### config.mk
export PLATFORM = sky130hd
export DESIGN_NAME = two_axis_rotator_position_controller_unit
export DESIGN_NICKNAME = d
export VERILOG_FILES = /design/src/sv/tarpc_pkg.sv /design/src/sv/tarpc_div.sv /design/src/sv/tarpc_ctrl.sv /design/src/sv/tarpc_dp.sv /design/src/sv/two_axis_rotator_position_controller_unit.sv
export SDC_FILE = /design/constraint.sdc
export NUM_CORES = 1
export LEC_CHECK = 0
export ABC_AREA = 1
export BUFFER_PORTS_ARGS = -buffer_cell sky130_fd_sc_hd__buf_2
export CORE_ASPECT_RATIO = 0.8
export CORE_UTILIZATION = 45
export CTS_CLUSTER_DIAMETER = 200
export DETAILED_ROUTE_END_ITERATION = 16
export MAX_ROUTING_LAYER = met4
export RECOVER_POWER = 100
export SLEW_MARGIN = 20
export SYNTH_ARGS = -nofsm -noshare
export SYNTH_HDL_FRONTEND = slang
export SYNTH_SLANG_ARGS = --single-unit
### constraint.sdc
create_clock -name clk -period 19 [get_ports clk]
set_clock_uncertainty 0.05 [all_clocks]
set_input_delay 0.95 -clock clk [delete_from_list [all_inputs] [get_ports clk]]
set_output_delay 0.95 -clock clk [all_outputs]
set_load 0.05 [all_outputs]
### src/sv/tarpc_pkg.sv
`timescale 1ns / 1ps
// ----------------------------------------------------------------------------
// tarpc_pkg
// Shared widths, codes and types of the two-axis rotator position controller.
// ----------------------------------------------------------------------------
package tarpc_pkg;

	// converter and field widths
	localparam int SAMPLE_BITS = 10;
	localparam int AZ_DEG_W    = 9;
	localparam int EL_DEG_W    = 8;
	localparam int RES_W       = 18;
	localparam int FRAC_BITS   = 16;

	// goal divider: (deg * 2^17 + res) / (2 * res)
	localparam int NUM_W     = AZ_DEG_W + FRAC_BITS + 2;
	localparam int DEN_W     = RES_W + 1;
	localparam int DIV_STEPS = NUM_W;
	localparam int CNT_W     = $clog2(DIV_STEPS);
	localparam int GSUM_W    = NUM_W + 1;

	// readback product
	localparam int PROD_W   = SAMPLE_BITS + RES_W;
	localparam int RB_W     = PROD_W - FRAC_BITS;
	localparam int AZ_LIMIT = 450;
	localparam int EL_LIMIT = 180;

	// stream and configuration widths
	localparam int IN_TDATA_W  = 40;
	localparam int OUT_TDATA_W = 24;
	localparam int CFG_IDX_W   = 3;
	localparam int CFG_DATA_W  = RES_W;

	// input tdata field offsets
	localparam int IN_AZ_DEG_LSB = 0;
	localparam int IN_EL_DEG_LSB = IN_AZ_DEG_LSB + AZ_DEG_W;
	localparam int IN_AZ_SMP_LSB = IN_EL_DEG_LSB + EL_DEG_W;
	localparam int IN_EL_SMP_LSB = IN_AZ_SMP_LSB + SAMPLE_BITS;

	// register indexes
	typedef enum logic [CFG_IDX_W-1:0] {
		CFG_AZ_ZERO = 3'd0,
		CFG_AZ_MAX  = 3'd1,
		CFG_AZ_BAND = 3'd2,
		CFG_AZ_RES  = 3'd3,
		CFG_EL_ZERO = 3'd4,
		CFG_EL_MAX  = 3'd5,
		CFG_EL_BAND = 3'd6,
		CFG_EL_RES  = 3'd7
	} cfg_idx_t;

	// pointing phase
	typedef enum logic [2:0] {
		PH_IDLE = 3'b001,
		PH_AZ   = 3'b010,
		PH_EL   = 3'b100
	} phase_t;

	// controller to datapath
	typedef struct packed {
		logic in_load;
		logic div_load;
		logic div_step;
		logic goal_load;
		logic eval_fire;
	} dp_cmd_t;

	// datapath to controller
	typedef struct packed {
		logic start_cmd;
		logic div_last;
		logic out_free;
	} dp_stat_t;

endpackage

### src/sv/tarpc_div.sv
`timescale 1ns / 1ps
// ----------------------------------------------------------------------------
// tarpc_div
// Restoring divider, one quotient bit per step, quotient shifts in over the
// numerator register.
// ----------------------------------------------------------------------------
module tarpc_div
	import tarpc_pkg::*;
(
	input  logic             clk,
	input  logic             load,
	input  logic             step,
	input  logic [NUM_W-1:0] num,
	input  logic [DEN_W-1:0] den,
	output logic [NUM_W-1:0] quo
);

	logic [DEN_W-1:0] rem_q;
	logic [NUM_W-1:0] nq_q;
	logic [DEN_W:0]   trial;
	logic             fits;

	// shift in the next numerator bit and try the subtract
	assign trial = {rem_q, nq_q[NUM_W-1]};
	assign fits  = trial >= {1'b0, den};

	always_ff @(posedge clk) begin
		if (load) begin
			rem_q <= '0;
			nq_q  <= num;
		end else if (step) begin
			rem_q <= fits ? DEN_W'(trial - {1'b0, den}) : trial[DEN_W-1:0];
			nq_q  <= {nq_q[NUM_W-2:0], fits};
		end
	end

	assign quo = nq_q;

endmodule

### src/sv/tarpc_ctrl.sv
`timescale 1ns / 1ps
// ----------------------------------------------------------------------------
// tarpc_ctrl
// Sequencer for one tick: take the item, divide when a command starts,
// load the goals, then evaluate the axes into the output register.
// ----------------------------------------------------------------------------
module tarpc_ctrl
	import tarpc_pkg::*;
(
	input  logic     clk,
	input  logic     arst_n,
	input  logic     s_axis_tvalid,
	output logic     s_axis_tready,
	input  dp_stat_t stat,
	output dp_cmd_t  cmd
);

	typedef enum logic [4:0] {
		C_IDLE   = 5'b00001,
		C_DECIDE = 5'b00010,
		C_DIV    = 5'b00100,
		C_GOAL   = 5'b01000,
		C_EVAL   = 5'b10000
	} ctrl_state_t;

	ctrl_state_t state_q, state_d;

	// next state and commands
	always_comb begin
		state_d = state_q;
		cmd     = '0;
		unique case (state_q)
			C_IDLE: begin
				if (s_axis_tvalid) begin
					cmd.in_load = 1'b1;
					state_d     = C_DECIDE;
				end
			end
			C_DECIDE: begin
				if (stat.start_cmd) begin
					cmd.div_load = 1'b1;
					state_d      = C_DIV;
				end else begin
					state_d = C_EVAL;
				end
			end
			C_DIV: begin
				cmd.div_step = 1'b1;
				if (stat.div_last) state_d = C_GOAL;
			end
			C_GOAL: begin
				cmd.goal_load = 1'b1;
				state_d       = C_EVAL;
			end
			C_EVAL: begin
				if (stat.out_free) begin
					cmd.eval_fire = 1'b1;
					state_d       = C_IDLE;
				end
			end
			default: state_d = C_IDLE;
		endcase
	end

	assign s_axis_tready = (state_q == C_IDLE);

	// state register
	always_ff @(posedge clk or negedge arst_n) begin
		if (!arst_n) begin
			state_q <= C_IDLE;
		end else begin
			state_q <= state_d;
		end
	end

endmodule

### src/sv/tarpc_dp.sv
`timescale 1ns / 1ps
// ----------------------------------------------------------------------------
// tarpc_dp
// Datapath: registers, input holding, two goal dividers, axis evaluation,
// readback scaling and the output register.
// ----------------------------------------------------------------------------
module tarpc_dp
	import tarpc_pkg::*;
(
	input  logic                   clk,
	input  logic                   arst_n,
	input  logic                   s_axis_tuser,
	input  logic [IN_TDATA_W-1:0]  s_axis_tdata,
	output logic                   m_axis_tvalid,
	input  logic                   m_axis_tready,
	output logic [OUT_TDATA_W-1:0] m_axis_tdata,
	input  logic                   cfg_valid,
	input  logic [CFG_IDX_W-1:0]   cfg_index,
	input  logic [CFG_DATA_W-1:0]  cfg_data,
	input  dp_cmd_t                cmd,
	output dp_stat_t               stat
);

	// configuration registers
	logic [SAMPLE_BITS-1:0] az_zero_q, az_max_q, az_band_q;
	logic [SAMPLE_BITS-1:0] el_zero_q, el_max_q, el_band_q;
	logic [RES_W-1:0]       az_res_q, el_res_q;

	// held item
	logic                   cmd_q;
	logic [AZ_DEG_W-1:0]    az_deg_q;
	logic [EL_DEG_W-1:0]    el_deg_q;
	logic [SAMPLE_BITS-1:0] as_q, es_q;

	// pointing state
	phase_t                 phase_q, ph;
	logic [SAMPLE_BITS-1:0] az_goal_q, el_goal_q;
	logic [CNT_W-1:0]       cnt_q;

	// output register
	logic                   out_valid_q;
	logic [OUT_TDATA_W-1:0] out_data_q;

	// divider operands and results
	logic [RES_W-1:0]       az_r, el_r;
	logic [NUM_W-1:0]       az_num, el_num, az_quo, el_quo;
	logic [GSUM_W-1:0]      az_gsum, el_gsum;
	logic [SAMPLE_BITS-1:0] az_gcap, el_gcap, az_goal_d, el_goal_d;

	// evaluation
	logic [SAMPLE_BITS-1:0] az_diff, el_diff;
	logic                   az_out, el_out;
	logic                   ai, ad, ei, ed;

	// readback
	logic [SAMPLE_BITS-1:0] az_d, el_d;
	logic [PROD_W-1:0]      az_prod, el_prod;
	logic [RB_W-1:0]        az_rb, el_rb;
	logic [AZ_DEG_W-1:0]    az_deg_out;
	logic [EL_DEG_W-1:0]    el_deg_out;

	// configuration writes
	always_ff @(posedge clk or negedge arst_n) begin
		if (!arst_n) begin
			az_zero_q <= SAMPLE_BITS'(0);
			az_max_q  <= SAMPLE_BITS'(1023);
			az_band_q <= SAMPLE_BITS'(4);
			az_res_q  <= RES_W'(28830);
			el_zero_q <= SAMPLE_BITS'(0);
			el_max_q  <= SAMPLE_BITS'(1023);
			el_band_q <= SAMPLE_BITS'(4);
			el_res_q  <= RES_W'(11532);
		end else if (cfg_valid) begin
			unique case (cfg_idx_t'(cfg_index))
				CFG_AZ_ZERO: az_zero_q <= cfg_data[SAMPLE_BITS-1:0];
				CFG_AZ_MAX:  az_max_q  <= cfg_data[SAMPLE_BITS-1:0];
				CFG_AZ_BAND: az_band_q <= cfg_data[SAMPLE_BITS-1:0];
				CFG_AZ_RES:  az_res_q  <= cfg_data[RES_W-1:0];
				CFG_EL_ZERO: el_zero_q <= cfg_data[SAMPLE_BITS-1:0];
				CFG_EL_MAX:  el_max_q  <= cfg_data[SAMPLE_BITS-1:0];
				CFG_EL_BAND: el_band_q <= cfg_data[SAMPLE_BITS-1:0];
				CFG_EL_RES:  el_res_q  <= cfg_data[RES_W-1:0];
				default: ;
			endcase
		end
	end

	// item capture
	always_ff @(posedge clk) begin
		if (cmd.in_load) begin
			cmd_q    <= s_axis_tuser;
			az_deg_q <= s_axis_tdata[IN_AZ_DEG_LSB +: AZ_DEG_W];
			el_deg_q <= s_axis_tdata[IN_EL_DEG_LSB +: EL_DEG_W];
			as_q     <= s_axis_tdata[IN_AZ_SMP_LSB +: SAMPLE_BITS];
			es_q     <= s_axis_tdata[IN_EL_SMP_LSB +: SAMPLE_BITS];
		end
	end

	// divider operands, zero resolution counts as one
	assign az_r   = (az_res_q == '0) ? RES_W'(1) : az_res_q;
	assign el_r   = (el_res_q == '0) ? RES_W'(1) : el_res_q;
	assign az_num = NUM_W'({az_deg_q, {(FRAC_BITS + 1){1'b0}}}) + NUM_W'(az_r);
	assign el_num = NUM_W'({el_deg_q, {(FRAC_BITS + 1){1'b0}}}) + NUM_W'(el_r);

	tarpc_div u_az_div (
		.clk  (clk),
		.load (cmd.div_load),
		.step (cmd.div_step),
		.num  (az_num),
		.den  ({az_r, 1'b0}),
		.quo  (az_quo)
	);

	tarpc_div u_el_div (
		.clk  (clk),
		.load (cmd.div_load),
		.step (cmd.div_step),
		.num  (el_num),
		.den  ({el_r, 1'b0}),
		.quo  (el_quo)
	);

	// step counter shared by both dividers
	always_ff @(posedge clk or negedge arst_n) begin
		if (!arst_n) begin
			cnt_q <= '0;
		end else if (cmd.div_load) begin
			cnt_q <= '0;
		end else if (cmd.div_step) begin
			cnt_q <= cnt_q + CNT_W'(1);
		end
	end

	// offset by zero point, clamp to max, then to zero point
	assign az_gsum   = GSUM_W'(az_quo) + GSUM_W'(az_zero_q);
	assign el_gsum   = GSUM_W'(el_quo) + GSUM_W'(el_zero_q);
	assign az_gcap   = (az_gsum > GSUM_W'(az_max_q)) ? az_max_q : az_gsum[SAMPLE_BITS-1:0];
	assign el_gcap   = (el_gsum > GSUM_W'(el_max_q)) ? el_max_q : el_gsum[SAMPLE_BITS-1:0];
	assign az_goal_d = (az_gcap < az_zero_q) ? az_zero_q : az_gcap;
	assign el_goal_d = (el_gcap < el_zero_q) ? el_zero_q : el_gcap;

	// dead band checks
	assign az_diff = (az_goal_q > as_q) ? az_goal_q - as_q : as_q - az_goal_q;
	assign el_diff = (el_goal_q > es_q) ? el_goal_q - es_q : es_q - el_goal_q;
	assign az_out  = az_diff > az_band_q;
	assign el_out  = el_diff > el_band_q;

	// phase walk for this tick: start, azimuth, elevation
	always_comb begin
		ph = phase_q;
		ai = 1'b0;
		ad = 1'b0;
		ei = 1'b0;
		ed = 1'b0;
		if (phase_q == PH_IDLE && cmd_q) begin
			if (az_out)      ph = PH_AZ;
			else if (el_out) ph = PH_EL;
			else             ph = PH_IDLE;
		end
		if (ph == PH_AZ) begin
			if (as_q == az_goal_q)     ph = el_out ? PH_EL : PH_IDLE;
			else if (as_q < az_goal_q) ai = 1'b1;
			else                       ad = 1'b1;
		end
		if (ph == PH_EL) begin
			if (es_q == el_goal_q)     ph = PH_IDLE;
			else if (es_q < el_goal_q) ei = 1'b1;
			else                       ed = 1'b1;
		end
	end

	// readback scaling
	assign az_d    = as_q - az_zero_q;
	assign el_d    = es_q - el_zero_q;
	assign az_prod = PROD_W'(az_d) * PROD_W'(az_res_q);
	assign el_prod = PROD_W'(el_d) * PROD_W'(el_res_q);
	assign az_rb   = az_prod[PROD_W-1:FRAC_BITS];
	assign el_rb   = el_prod[PROD_W-1:FRAC_BITS];

	always_comb begin
		if (as_q <= az_zero_q)              az_deg_out = '0;
		else if (az_rb > RB_W'(AZ_LIMIT))   az_deg_out = AZ_DEG_W'(AZ_LIMIT);
		else                                az_deg_out = az_rb[AZ_DEG_W-1:0];
		if (es_q <= el_zero_q)              el_deg_out = '0;
		else if (el_rb > RB_W'(EL_LIMIT))   el_deg_out = EL_DEG_W'(EL_LIMIT);
		else                                el_deg_out = el_rb[EL_DEG_W-1:0];
	end

	// goals and phase
	always_ff @(posedge clk or negedge arst_n) begin
		if (!arst_n) begin
			phase_q   <= PH_IDLE;
			az_goal_q <= '0;
			el_goal_q <= '0;
		end else begin
			if (cmd.goal_load) begin
				az_goal_q <= az_goal_d;
				el_goal_q <= el_goal_d;
			end
			if (cmd.eval_fire) phase_q <= ph;
		end
	end

	// output register
	always_ff @(posedge clk or negedge arst_n) begin
		if (!arst_n) begin
			out_valid_q <= 1'b0;
		end else if (cmd.eval_fire) begin
			out_valid_q <= 1'b1;
		end else if (m_axis_tready) begin
			out_valid_q <= 1'b0;
		end
	end

	always_ff @(posedge clk) begin
		if (cmd.eval_fire) begin
			out_data_q <= OUT_TDATA_W'({el_deg_out, az_deg_out, (ph != PH_IDLE),
				(ai | ad | ei | ed), ed, ei, ad, ai});
		end
	end

	assign m_axis_tvalid  = out_valid_q;
	assign m_axis_tdata   = out_data_q;

	// status
	assign stat.start_cmd = (phase_q == PH_IDLE) && cmd_q;
	assign stat.div_last  = (cnt_q == CNT_W'(DIV_STEPS - 1));
	assign stat.out_free  = !out_valid_q || m_axis_tready;

endmodule

### src/sv/two_axis_rotator_position_controller_unit.sv
`timescale 1ns / 1ps
// A tick without a new command goes accept, decide, evaluate into the output register.
// A tick that starts a command also runs the 27-step goal divider and loads the goals.
// One item at a time: the next item is taken once the previous result is registered,
// even while that result waits there; evaluation stalls while the output is full.
// Reset: asynchronous, active low; phase idle, goals zero, registers at defaults.
// ----------------------------------------------------------------------------
// two_axis_rotator_position_controller_unit
// Bang-bang azimuth/elevation position controller with dead band and readback.
// ----------------------------------------------------------------------------
module two_axis_rotator_position_controller_unit
	import tarpc_pkg::*;
(
	input  logic                   clk,
	input  logic                   arst_n,
	// input ticks
	input  logic                   s_axis_tvalid,
	output logic                   s_axis_tready,
	input  logic                   s_axis_tuser,  // cmd_valid
	input  logic [IN_TDATA_W-1:0]  s_axis_tdata,  // az_target_deg, el_target_deg,
	                                              // az_sample, el_sample, zero pad
	// results
	output logic                   m_axis_tvalid,
	input  logic                   m_axis_tready,
	output logic [OUT_TDATA_W-1:0] m_axis_tdata,  // az_drive_inc, az_drive_dec,
	                                              // el_drive_inc, el_drive_dec,
	                                              // lamp_on, busy_res, az_degrees,
	                                              // el_degrees, zero pad
	// register writes
	input  logic                   cfg_valid,
	output logic                   cfg_ready,
	input  logic [CFG_IDX_W-1:0]   cfg_index,
	input  logic [CFG_DATA_W-1:0]  cfg_data
);

	dp_cmd_t  cmd;
	dp_stat_t stat;

	assign cfg_ready = 1'b1;

	tarpc_ctrl u_ctrl (
		.clk           (clk),
		.arst_n        (arst_n),
		.s_axis_tvalid (s_axis_tvalid),
		.s_axis_tready (s_axis_tready),
		.stat          (stat),
		.cmd           (cmd)
	);

	tarpc_dp u_dp (
		.clk           (clk),
		.arst_n        (arst_n),
		.s_axis_tuser  (s_axis_tuser),
		.s_axis_tdata  (s_axis_tdata),
		.m_axis_tvalid (m_axis_tvalid),
		.m_axis_tready (m_axis_tready),
		.m_axis_tdata  (m_axis_tdata),
		.cfg_valid     (cfg_valid),
		.cfg_index     (cfg_index),
		.cfg_data      (cfg_data),
		.cmd           (cmd),
		.stat          (stat)
	);

endmodule

After elaboration in Yosys (flattened, before gate mapping) --
Cells that the tools add are included.
Cells by class: add/sub/neg operators 13, multiply operators 2, order comparisons 16, eq/ne operators 22, mux-type cells 52, bitwise operators 3, reduce and logical (&&, ||, !) cells 19
Operator list (number):
- 2-to-1 mux 27 bit | 4
- 2-to-1 mux 10 bit | 6
- subtractor 10 bit | 6
- adder 27 x 10 -> 28 bit | 2
- greater-than comparator 28 x 10 -> 1 bit | 2
- multiplier 10 x 18 -> 28 bit | 2
- >= comparator 20 x 19 -> 1 bit | 2
- greater-than comparator 10 bit | 4
- < comparator 10 bit | 4
- 2-to-1 mux 19 bit | 2
- subtractor 19 bit | 2
- zero test 18 bit | 2
- 2-to-1 mux 18 bit | 2
- 2-to-1 mux 5 bit | 6
- adder 26 x 18 -> 27 bit | 1
- adder 25 x 18 -> 26 bit | 1
- case mux 5 bit (5 select lines) | 1
- 2-to-1 mux 1 bit | 22
- 2-to-1 mux 3 bit | 7
- == test 10 bit | 2
- less-or-equal comparator 10 bit | 2
- AND reduction 2 bit | 8
- == test 3 bit, second input constant | 5
- greater-than comparator 12 x 8 -> 1 bit, second input constant | 1
- other kinds (21) | 31
Storage, ports and cells: bits in registers 283, output and inout port bits 27, logic and storage cells 155

Depth between registers and ports, before layout --
depth in word-level cells 12, depth in mapped cells 44, depth with buffers taken out 43

By module --
Synthesis repeated with hierarchy kept, for this count alone.
Second synthesis, totals: cells, all modules 4436, area total of the unflattened synthesis 32426.1 sq um
By module, submodules not included:
- tarpc_dp | times used 1, cells an instance 3340, area each 25171.6 sq um
- tarpc_div | times used 2, cells an instance 527, area each 3475.8 sq um
- tarpc_ctrl | times used 1, cells an instance 40, area each 291.5 sq um
- two_axis_rotator_position_controller_unit | times used 1, cells an instance 2, area each 11.3 sq um

Least setup slack after synthesis --
OpenSTA, ideal clock, no wires.
path type register to register, from register u_dp.el_zero_q[1], to register u_dp.out_data_q[18] (netlist: u_dp.m_axis_tdata[18]) (data pin), library setup time 0.261 ns, arrival 6.962 ns, slack 11.727 ns, stages on the path, launching flop included 39, path through dfrtp_1 -> inv_1 -> ha_1 -> nand2_1 -> o21ai_0 -> nand2_1 -> nand2_1 -> a21oi_1 -> o21bai_1 -> a21oi_1 -> or2_2 -> nand2_1 -> a21oi_1 -> or2_2 -> nand2_1 -> buf_2 -> nor2_1 -> fa_1 -> [... 3 more ...] -> inv_1 -> fa_1 -> inv_1 -> fa_1 -> inv_1 -> ha_1 -> a21oi_1 -> o21ai_0 -> a221oi_1 -> nand3_1 -> nand2_1 -> nand3_1 -> nor2_1 -> nand3_1 -> nand2_1 -> nand2_1 -> nand2_1 -> nor2_1
Between the ends: word-level cells in the longest chain between the ends 4, elaborated cells between the ends (all ways) 5, those cells by class add/sub (1); mul (1); order compare (2); reduce/logical (1)
RTL lines:
- from (decl) | RTL line tarpc_dp.sv:26 | logic [SAMPLE_BITS-1:0] el_zero_q, el_max_q, el_band_q;
- from (signal assigned) | RTL line tarpc_dp.sv:79 | CFG_EL_ZERO: el_zero_q <= cfg_data[SAMPLE_BITS-1:0];
- subtractor 10 bit | RTL line tarpc_dp.sv:174 | assign el_d = es_q - el_zero_q;
- multiplier 10 x 18 -> 28 bit | RTL line tarpc_dp.sv:176 | assign el_prod = PROD_W'(el_d) * PROD_W'(el_res_q);
- greater-than comparator 12 x 8 -> 1 bit | RTL line tarpc_dp.sv:185 | else if (el_rb > RB_W'(EL_LIMIT)) el_deg_out = EL_DEG_W'(EL_LIMIT);
- OR reduction 2 bit (no line)
- to (signal assigned) | RTL line tarpc_dp.sv:217 | out_data_q <= OUT_TDATA_W'({el_deg_out, az_deg_out, (ph != PH_IDLE),
- to (decl) | RTL line tarpc_dp.sv:42 | logic [OUT_TDATA_W-1:0] out_data_q;
Parallel ways exist; a longest one is shown, timed or not. A chain may end at the register's enable or synchronous reset.

Final worst setup path --
from register u_dp.es_q[2], to register u_dp.out_data_q[15] (netlist: u_dp.m_axis_tdata[15]) (data pin)
Between the ends: word-level cells in the longest chain between the ends 4, elaborated cells between the ends (all ways) 5, those cells by class add/sub (1); mul (1); order compare (2); reduce/logical (1)
RTL lines:
- from (decl) | RTL line tarpc_dp.sv:33 | logic [SAMPLE_BITS-1:0] as_q, es_q;
- from (signal assigned) | RTL line tarpc_dp.sv:95 | es_q <= s_axis_tdata[IN_EL_SMP_LSB +: SAMPLE_BITS];
- subtractor 10 bit | RTL line tarpc_dp.sv:174
- multiplier 10 x 18 -> 28 bit | RTL line tarpc_dp.sv:176
- greater-than comparator 12 x 8 -> 1 bit | RTL line tarpc_dp.sv:185
- OR reduction 2 bit (no line)
Parallel ways exist; a longest one is shown, timed or not.

==> results.ini <==
[sta]
period_share_pct = 45.6
worst_pin_slew_ns = 4.36
slew_headroom_pct = -191
timing.fmax_mhz = 115
final.setup.tns_ns = 0
setup_viol = 0
hold_violations = 0
grt_setup_unrepaired = false
finalMaxSlewViolations = 479
fin_crit_ns = 8.67

[global_route]
grt_use_met3_pct = 3.61
grt_pass1_vias = 24800
grt_usage_pct = 26.1
antenna_found_initial = 2
top_usage_layer = met1
grt_util_met1_pct = 40.9
gr-usage-met2_pct = 35.7
grt_pass1_wl_mm = 138
overflow = 0
grt_max_degree = 76

[logic_synthesis]
synth.top_cells.by_area = fa_1 17%, ha_1 12%, nand2_1 12%
yosysSeqAreaShare_pct = 24.4
synth_top_area_share_pct = 16.9
async_flop_share_pct = 45.9
syn_area_sq_um = 30800
synth_flop_cell = edfxtp_1
syn_area_per_cell_sq_um = 7.55
synth_nets = 4706
synth-edff-count = 115
syn_inst = 4077
synth.distinct_cells = 62
yosys_warnings = 0
yosysTopAreaCell = fa_1
ys_ff_latch = 283

[finish]
areaGrowthSynthToFinish_pct = 7.70
design_area_sq_um = 33200
finalNetCount = 4760
antenna_cells = 0
final_layout_size_suffix_gt1_share_pct = 5.34

[drt]
drt.antenna.violating_nets = 0
wl_per_cell_microns = 17.0
drc_errors = 0
drtPass1Iterations = 6
viasPerCell = 5.18
drtIter0Drc = 2144
via_count = 26300
wl_mm = 86.1

[critical_path]
worst-path-buf-inv = 5
path_class = register to register
slowest_delay_ns = 0.64
slowest_stage = nand2_1
critical-path-top-delay-family = adder cells
critical_path_required_ns = 19.31
cp_common_cell = nand2_1
start_kind = register
cp-end-kind = register
worstPathMaxFanout = 14
cp.arrival_ns = 8.98

[die]
die_x_microns = 295
fp.dieH_microns = 236
fp-row-count = 85
ios = 94
die_area_sq_um = 69500
design.core.area_sq_um = 67500
start_util_pct = 45.6

[clock_tree]
post_cts_buffers = 0
ctsHoldBuffers = 0
root_buffer = clkbuf_16
cts_tree = yes
clk_latency_ns = 0.57
h-tree-depth = 2
clkTransAtPathRegs_ns = 0.06
clockBufferDepth = 3
cts-buffers-inserted = 34
post_cts_resized = 0
clock-sinks = 283

[status]
run_status = finished with violations
violations = max-capacitance violations, max-slew violations

[placement]
dpl.hpwl_mm = 68.6
gp_congestion = 0.922
portBuffers = 88
dpl_cell_area_sq_um = 32200

[min_path]
hold_class = register to register

[job]
max_cap_violations = 11

[cells by family after synthesis]
| family | synth area share [%] |
|---|---|
| AO/OA/AOI/OAI | 10.5 |
| AND/OR/NAND/NOR | 22.5 |
| multiplexers | 0.0650 |
| adder cells (fa/ha/maj) | 29.2 |
| buffers and inverters | 10.4 |
| other | 0.0244 |
| flip-flops | 24.4 |
| XOR/XNOR | 2.93 |
[cell usage after synthesis (7+ instances only)]
cell type,n
nand2_1,985
inv_1,697
nor2_1,392
ha_1,302
o21ai_0,264
fa_1,260
a21oi_1,212
nand3_1,169
edfxtp_1,115
dfrtp_1,92
clkbuf_1,79
xor2_1,62
nand4_1,41
xnor2_1,41
nor3_1,40
dfstp_2,38
dfxtp_1,38
clkinv_1,31
inv_2,27
a21o_1,13
o21ai_1,13
nor4_1,11
o21bai_1,10
or2_2,10
a31oi_1,9
nand3b_1,9
o211ai_1,9
a221oi_1,8
nor2_2,8
o22ai_1,8
o31ai_1,8
o21ai_2,7
[worst reg2reg max path: cells and delay by family, from the launching register on]
family | cells | cell delay (ns)
fa+ha+maj | 7 | 3.31
simple gates | 17 | 2.91
compound gates | 8 | 1.21
buf+inv | 5 | 0.56
flops | 1 | 0.47
[sequential cells by signal, summed over array words and instances, names as in the netlist, 18 cells and up]
| signal | cells |
|---|---|
| u_dp.el_res_q | 18 |
| u_dp.m_axis_tdata | 23 |
| u_dp.u_el_div.quo | 27 |
| u_dp.az_res_q | 18 |
| u_dp.u_az_div.rem_q | 19 |
| u_dp.u_el_div.rem_q | 19 |
| u_dp.u_az_div.quo | 27 |
[area by class of cell]
class | count | area [sq um]
fill | 6831 | 34400
multi-input combinational | 2949 | 20100
sequential | 283 | 7510
inverter | 756 | 2840
tap | 913 | 1140
clock buffer | 49 | 1020
timing repair buffer | 107 | 500
clock inverter | 13 | 91.3
[metal layers]
metal | share of wire [%] | routed length (microns) | up-vias
met2 | 40 | 34400 | 744
met3 | 6.9 | 5900 | 82
met4 | 1.5 | 1310 | 0
li1 | - | - | 13000
met1 | 52 | 44500 | 12400
met5 | 0 | 0 | -
[final timing paths]
| path | cells past startpoint | slack (ns) | start | end |
|---|---|---|---|---|
| max | 37 | 10.33 | u_dp.es_q[2]$_DFFE_PP_ | u_dp.m_axis_tdata[15]$_SDFFCE_PP0P_ |
| min | 2 | 0.42 | u_dp.u_el_div.rem_q[15]$_SDFFE_PP0P_ | u_dp.u_el_div.rem_q[15]$_SDFFE_PP0P_ |
| max reg2reg | 37 | 10.33 | u_dp.es_q[2]$_DFFE_PP_ | u_dp.m_axis_tdata[15]$_SDFFCE_PP0P_ |
| min reg2reg | 2 | 0.42 | u_dp.u_el_div.rem_q[15]$_SDFFE_PP0P_ | u_dp.u_el_div.rem_q[15]$_SDFFE_PP0P_ |
| max in group asynchronous | 2 | 12.45 | arst_n | u_dp.az_res_q[5]$_DFFE_PN0P_ |
| min in group asynchronous | 1 | 1.88 | arst_n | u_dp.el_band_q[4]$_DFFE_PN0P_ |
[layout by cell type, fill, tap and decap left out, types with 41 or more instances in the layout]
cell and count:
a21oi_1 212, buf_2 58, clkbuf_1 49, dfrtp_1 92
edfxtp_1 115, fa_1 260, ha_1 302, inv_1 699
nand2_1 986, nand3_1 170, nand4_1 42, nor2_1 391
o21ai_0 266, xnor2_1 41, xor2_1 62
[through the flow]
stage / util, % / worst slack (ns) / instances / hold WS [ns]
floorplan: - / 11.73 / 4077 / 0.396
global placement: 47.7 / 10.55 / 5008 / 0.411
detailed placement: 47.7 / 10.51 / 5008 / 0.412
CTS: 49.3 / 10.46 / 5070 / 0.401
global route: 49.1 / 9.74 / 5070 / 0.448
finish: 49.1 / 10.33 / 5070 / 0.424
Power is left out: the tool's default activity adds up to more than one toggle a clock period on the data nets, which glitch-free logic cannot reach.
